**config.mk**
```make
export PLATFORM = sky130hd
export DESIGN_NAME = ftc_ctrl
export DESIGN_NICKNAME = d
export VERILOG_FILES = /design/src/rtl/core/ftc_pkg.sv /design/src/rtl/core/ftc_ctrl.sv
export SDC_FILE = /design/constraint.sdc
export NUM_CORES = 1
export LEC_CHECK = 0
export BUFFER_PORTS_ARGS = -buffer_cell sky130_fd_sc_hd__clkbuf_2
export CORE_AREA = 3 3 40 42
export CTS_CLUSTER_SIZE = 24
export DETAILED_ROUTE_END_ITERATION = 10
export DIE_AREA = 0 0 43 45
export PLACE_DENSITY_LB_ADDON = 0.05
export SYNTH_ARGS = -nofsm -noshare
export SYNTH_HDL_FRONTEND = slang
export SYNTH_SLANG_ARGS = --single-unit
```
**constraint.sdc**
```tcl
create_clock -name clk -period 1.8 [get_ports clk]
set_clock_uncertainty 0.05 [all_clocks]
set_input_delay 0.27 -clock clk [delete_from_list [all_inputs] [get_ports clk]]
set_output_delay 0.27 -clock clk [all_outputs]
set_load 0.02 [all_outputs]
```
**src/rtl/core/ftc_pkg.sv**
```systemverilog
// ----------------------------------------------------------------------------
// ftc_pkg: shared types, constants and translation tables
// Slot geometry, hash constants, controller/datapath command and status
// structures, and the fixed format and colour space translation functions.
// ----------------------------------------------------------------------------
`default_nettype none

package ftc_pkg;

  // Slot store geometry (power of two: the hash is reduced by masking)
  localparam int SLOT_COUNT = 512;
  localparam int SLOT_W     = $clog2(SLOT_COUNT);

  // Hash multipliers
  localparam logic [31:0] HASH_K_FMT = 32'h9E37_79B1;
  localparam logic [31:0] HASH_K_USE = 32'h9E37_79B1;
  localparam logic [31:0] HASH_K_SPC = 32'h85EB_CA6B;
  localparam logic [31:0] HASH_K_MIX = 32'h7FEB_352D;

  // Target colour space codes
  localparam logic [29:0] SPACE_NONE    = 30'd0;
  localparam logic [29:0] SPACE_CODE_1  = 30'd1000104001;
  localparam logic [29:0] SPACE_CODE_12 = 30'd1000104008;
  localparam logic [29:0] SPACE_CODE_17 = 30'd1000104007;

  // Steps of the shared hash multiplier
  typedef enum logic [1:0] {
    MUL_FMT = 2'd0,
    MUL_USE = 2'd1,
    MUL_SPC = 2'd2,
    MUL_MIX = 2'd3
  } mul_sel_t;

  // Controller to datapath commands
  typedef struct packed {
    logic     clr_wr;
    logic     load_key;
    logic     mul_en;
    mul_sel_t mul_sel;
    logic     rd_en;
    logic     cmp_en;
    logic     upd_en;
  } ftc_cmd_t;

  // Datapath to controller status
  typedef struct packed {
    logic clr_last;
    logic out_full;
  } ftc_sts_t;

  // One slot of the cache
  typedef struct packed {
    logic        valid;
    logic [31:0] fmt_key;
    logic [31:0] use_key;
    logic [31:0] spc_key;
    logic [7:0]  tgt_fmt;
    logic [29:0] tgt_spc;
  } slot_t;

  // Source colour space translation; unknown codes give zero
  function automatic logic [29:0] map_space(input logic [31:0] c);
    logic [29:0] r;
    case (c)
      32'd1:   r = SPACE_CODE_1;
      32'd12:  r = SPACE_CODE_12;
      32'd17:  r = SPACE_CODE_17;
      default: r = SPACE_NONE;
    endcase
    return r;
  endfunction

  // Source format translation; unknown formats give zero
  function automatic logic [7:0] map_format(input logic [31:0] f);
    logic [7:0] r;
    case (f)
      32'd27, 32'd28: r = 8'd37;
      32'd29:         r = 8'd43;
      32'd30:         r = 8'd41;
      32'd31:         r = 8'd38;
      32'd32:         r = 8'd42;
      32'd90, 32'd87: r = 8'd44;
      32'd91:         r = 8'd50;
      32'd23, 32'd24: r = 8'd64;
      32'd25:         r = 8'd68;
      32'd54:         r = 8'd76;
      32'd56, 32'd53: r = 8'd70;
      32'd57:         r = 8'd74;
      32'd58:         r = 8'd71;
      32'd59:         r = 8'd75;
      32'd34:         r = 8'd83;
      32'd35, 32'd33: r = 8'd77;
      32'd36:         r = 8'd81;
      32'd38:         r = 8'd82;
      32'd10:         r = 8'd97;
      32'd11, 32'd9:  r = 8'd91;
      32'd12:         r = 8'd95;
      32'd14:         r = 8'd96;
      32'd41:         r = 8'd100;
      32'd42:         r = 8'd98;
      32'd43:         r = 8'd99;
      32'd39:         r = 8'd100;
      32'd16:         r = 8'd103;
      32'd17:         r = 8'd101;
      32'd18:         r = 8'd102;
      32'd15:         r = 8'd103;
      32'd6, 32'd5:   r = 8'd106;
      32'd2, 32'd1:   r = 8'd109;
      32'd3:          r = 8'd107;
      32'd4:          r = 8'd108;
      32'd60, 32'd61: r = 8'd9;
      32'd62:         r = 8'd13;
      32'd63:         r = 8'd10;
      32'd64:         r = 8'd14;
      32'd48, 32'd49: r = 8'd16;
      32'd50:         r = 8'd20;
      32'd51:         r = 8'd17;
      32'd52:         r = 8'd21;
      32'd55:         r = 8'd124;
      32'd40:         r = 8'd126;
      32'd45, 32'd44: r = 8'd129;
      32'd70, 32'd71: r = 8'd133;
      32'd72:         r = 8'd134;
      32'd73, 32'd74: r = 8'd135;
      32'd75:         r = 8'd136;
      32'd76, 32'd77: r = 8'd137;
      32'd78:         r = 8'd138;
      32'd79, 32'd80: r = 8'd139;
      32'd82, 32'd83: r = 8'd141;
      32'd97, 32'd98: r = 8'd145;
      32'd99:         r = 8'd146;
      default:        r = 8'd0;
    endcase
    return r;
  endfunction

endpackage

`default_nettype wire

```
**src/rtl/core/ftc_ctrl.sv**
```systemverilog
// ----------------------------------------------------------------------------
// ftc_ctrl: lookup sequencer
// One-hot state machine: clearing pass after reset, then for each
// transaction the key load, four multiplier steps, slot read, compare
// and update.
// ----------------------------------------------------------------------------
`default_nettype none

module ftc_ctrl (
  input  wire               clk,
  input  wire               rst_n,
  input  wire               in_tvalid,
  output logic              in_tready,
  input  ftc_pkg::ftc_sts_t sts,
  output ftc_pkg::ftc_cmd_t cmd
);
  import ftc_pkg::*;

  typedef enum logic [5:0] {
    ST_CLEAR = 6'b000001,
    ST_IDLE  = 6'b000010,
    ST_MUL   = 6'b000100,
    ST_READ  = 6'b001000,
    ST_CMP   = 6'b010000,
    ST_UPD   = 6'b100000
  } state_t;

  state_t   state_r, state_nxt;
  mul_sel_t step_r, step_nxt;

  // State and step registers
  always_ff @(posedge clk) begin
    if (!rst_n) begin
      state_r <= ST_CLEAR;
      step_r  <= MUL_FMT;
    end else begin
      state_r <= state_nxt;
      step_r  <= step_nxt;
    end
  end

  // Next state and commands
  always_comb begin
    state_nxt   = state_r;
    step_nxt    = step_r;
    in_tready   = 1'b0;
    cmd         = '0;
    cmd.mul_sel = step_r;
    case (state_r)
      ST_CLEAR: begin
        cmd.clr_wr = 1'b1;
        if (sts.clr_last) begin
          state_nxt = ST_IDLE;
        end
      end
      ST_IDLE: begin
        in_tready = 1'b1;
        if (in_tvalid) begin
          cmd.load_key = 1'b1;
          step_nxt     = MUL_FMT;
          state_nxt    = ST_MUL;
        end
      end
      ST_MUL: begin
        cmd.mul_en = 1'b1;
        step_nxt   = mul_sel_t'(step_r + 2'd1);
        if (step_r == MUL_MIX) begin
          state_nxt = ST_READ;
        end
      end
      ST_READ: begin
        cmd.rd_en = 1'b1;
        state_nxt = ST_CMP;
      end
      ST_CMP: begin
        cmd.cmp_en = 1'b1;
        state_nxt  = ST_UPD;
      end
      ST_UPD: begin
        // hold until the output register can take the result
        if (!sts.out_full) begin
          cmd.upd_en = 1'b1;
          state_nxt  = ST_IDLE;
        end
      end
      default: begin
        state_nxt = ST_CLEAR;
      end
    endcase
  end

endmodule

`default_nettype wire

```
==> qor.csv <==
stage,metric,value,unit
route,first_pass_iters,4,
route,vias_per_cell,5.32,
hold_path,min_path_type,in -> reg,
global_routing,busiest_layer,met2,
cts,cts.sinks,8,
finish,seq_area,174,µm²
worst_setup_path,crit_type,reg -> out,
cts,clock_path_buffers,2,
run,maxCapViolCount,0,
synth,synth_cell_types,32,
placement,portBuffers,13,
synth,yosysWarnings,0,
placement,gp_congestion,0.735,
run_status,violations,setup timing,
floorplan,core,0.00128,mm²
finish,multiInputGateArea,350,µm²
sta,finalWorstSetupSlack,-0.0686,ns
synth,syn-num-nets,66,
placement,placed_area,641,µm²
cts,clkTransAtPathRegs,0.06,ns
route,antenna_left,0,
synth,ys_ff_latch,8,
sta,maxSlewViolCount,0,
synth,synth_ff_type,dfxtp_1,
finish,layout-drive-gt1-share,48.2,%
cts,clk_latency,0.26,ns
finish,areaGrowthSynthToFinish,41.8,%
floorplan,pin_count,14,
global_routing,grt_use_met3,6.37,%
route,wl_per_cell,13.7,µm
cts,numCtsBuffers,3,
global_routing,antenna_found_initial,0,
global_routing,grt_usage,16.6,%
global_routing,grt_pass1_wl,2340,µm
synth,synth_edf_count,0,
synth,async_flop_share,0,%
sta,max_freq,535,MHz
sta,tns,-0.194,ns
pwr,power_density,699,mW/mm²
sta,finalCriticalPeriod,1.87,ns
worst_setup_path,crit_required,1.48,ns
sta,setup_viol,3,
floorplan,rows,13,
sta,worst_slew_pin_slew,0.414,ns
floorplan,die_y,45,µm
floorplan,start_util,41.2,%
cts,cts-htree-levels,1,
worst_setup_path,cp-start-kind,flop,
global_routing,grt_util_met2,28.7,%
finish,nFillCells,114,
route,drtIter0Drc,14,
global_routing,grt-ovfl-total,0,
sta,fin_crit_sh,104,%
worst_setup_path,worst-r2r-setup-slack,0.14,ns
worst_setup_path,arrival,1.55,ns
finish,diodes,0,
global_routing,grt_pass1_vias,520,
finish,final_area,751,µm²
synth,yosysTopAreaCell,dfxtp_1,
worst_setup_path,crit_path_end_kind,output pin,
synth,seq_area_frac_synth,30.3,%
synth,synthTopCellsByCount,"dfxtp_1 (8), nand2_1 (5), nor2_1 (4)",
sta,rsz0062_at_grt,true,
finish,layout.nets,91,
placement,place_hpwl,939,µm
synth,synth_top_area_share,30.3,%
global_routing,grt_max_degree,11,
synth,synth_area,529,µm²
route,dr_total_vias,521,
pwr,leakage,0.361,nW
cts,cts_tree,built,
global_routing,met1_usage,18.8,%
floorplan,dieArea,0.00194,mm²
worst_setup_path,cp_max_fo,4,
synth,avgSynthCellArea,8.82,µm²
synth,synthCells,60,
sta,slew_headroom,71.7,%
synth,yosysMostFrequentCell,dfxtp_1,
floorplan,die_w,43,µm
sta,final_hold_viol_count,0,
pwr,max-vdd-ir-drop,0.448,mV
route,totalWireLength,1340,µm
cts,cts_root_buf,clkbuf_4,
synth,synthTopCellsByArea,"dfxtp_1 (30%), nor4b_1 (5.0%), nor3b_2 (4.7%)",
run_status,status,"complete, but fails checks",
pwr,p_total,525,µW
route,drc,0,
==> kinds of logic after synthesis <==
family	after synthesis	synth area share, %
and+or+nand+nor	30	40.7
DFF	8	30.3
AOI/OAI and AO/OA	10	12.8
buffers and inverters	8	8.75
adders and majority gates	1	2.36
xor gates and xnor gates	2	3.31
muxes	1	1.89
==> power by group <==
| part | switching [mW] | internal, mW | total [mW] | leakage, nW |
|---|---|---|---|---|
| Combinational | 0.0904 | 0.0924 | 0.183 | 0.280 |
| Sequential | 0.0101 | 0.186 | 0.197 | 0.0674 |
| Clock | 0.0685 | 0.0768 | 0.145 | 0.0138 |
==> routing by layer <==
layer / wire length, µm / vias up
li1: - / 266
met1: 599 / 240
met2: 646 / 13
met3: 86 / 2
met4: 10 / 0
met5: 0 / -
==> cell usage in the layout (no fill, tap or decap), types with 2 or more instances in the layout <==
master	n
and3_1	3
inv_1	2
nand3_1	2
buf_6	2
dfxtp_2	2
nor4b_1	2
clkbuf_4	3
nor3b_4	2
xor2_1	2
nor2_1	4
nand2_1	5
or4_4	2
buf_4	14
clkbuf_2	9
o21ai_0	3
and2_1	2
dfxtp_1	3
dfxtp_4	3
==> timing repair <==
item / 4_1_cts / 5_1_grt
pin swaps: 4 / 3
buffers inserted: 3 / 2
hold buffers: 0 / 0
setup endpoints to repair: 5 / 6
resized for setup: 9 / 11
hold endpoints to repair: 0 / 0
==> worst max-delay path, stage by stage (launching register included) <==
cell and delay, ns:
dfxtp_4 0.36, or4_4 0.56, nor3b_4 0.22, buf_6 0.14
==> state kept, by name, indices dropped and copies added (netlist names) <==
name	flops
state_r	6
step_r	2
==> stage by stage <==
step / cells / hold WS (ns) / util [%] / setup WS, ns
final: 98 / 0.282 / 58.4 / -0.0686
after global routing: 98 / 0.289 / 58.4 / -0.127
after CTS: 96 / 0.259 / 54.7 / -0.100
after detailed placement: 90 / 0.451 / 49.9 / 0.146
after global placement: 90 / 0.453 / 49.9 / 0.152
after floorplan: 60 / 0.421 / - / 0.0741
==> cell type report <==
class                   count  area share [%]
inverters                   2            1.00
flip-flops and latches      8            23.2
well taps                  15            2.50
repair buffers             26            23.7
multi-input cells          44            46.7
clock buffers               3            3.00
==> final timing paths <==
kind | start | endpoint | cells past startpoint
setup / recovery | state_r[5] | cmd[2] | 3
hold / removal | sts[1] | state_r[0] | 3
setup reg to reg | state_r[0] | step_r[0] | 6
hold reg to reg | step_r[1] | step_r[1] | 2
Note: power is estimated with default switching activity, not from simulation.
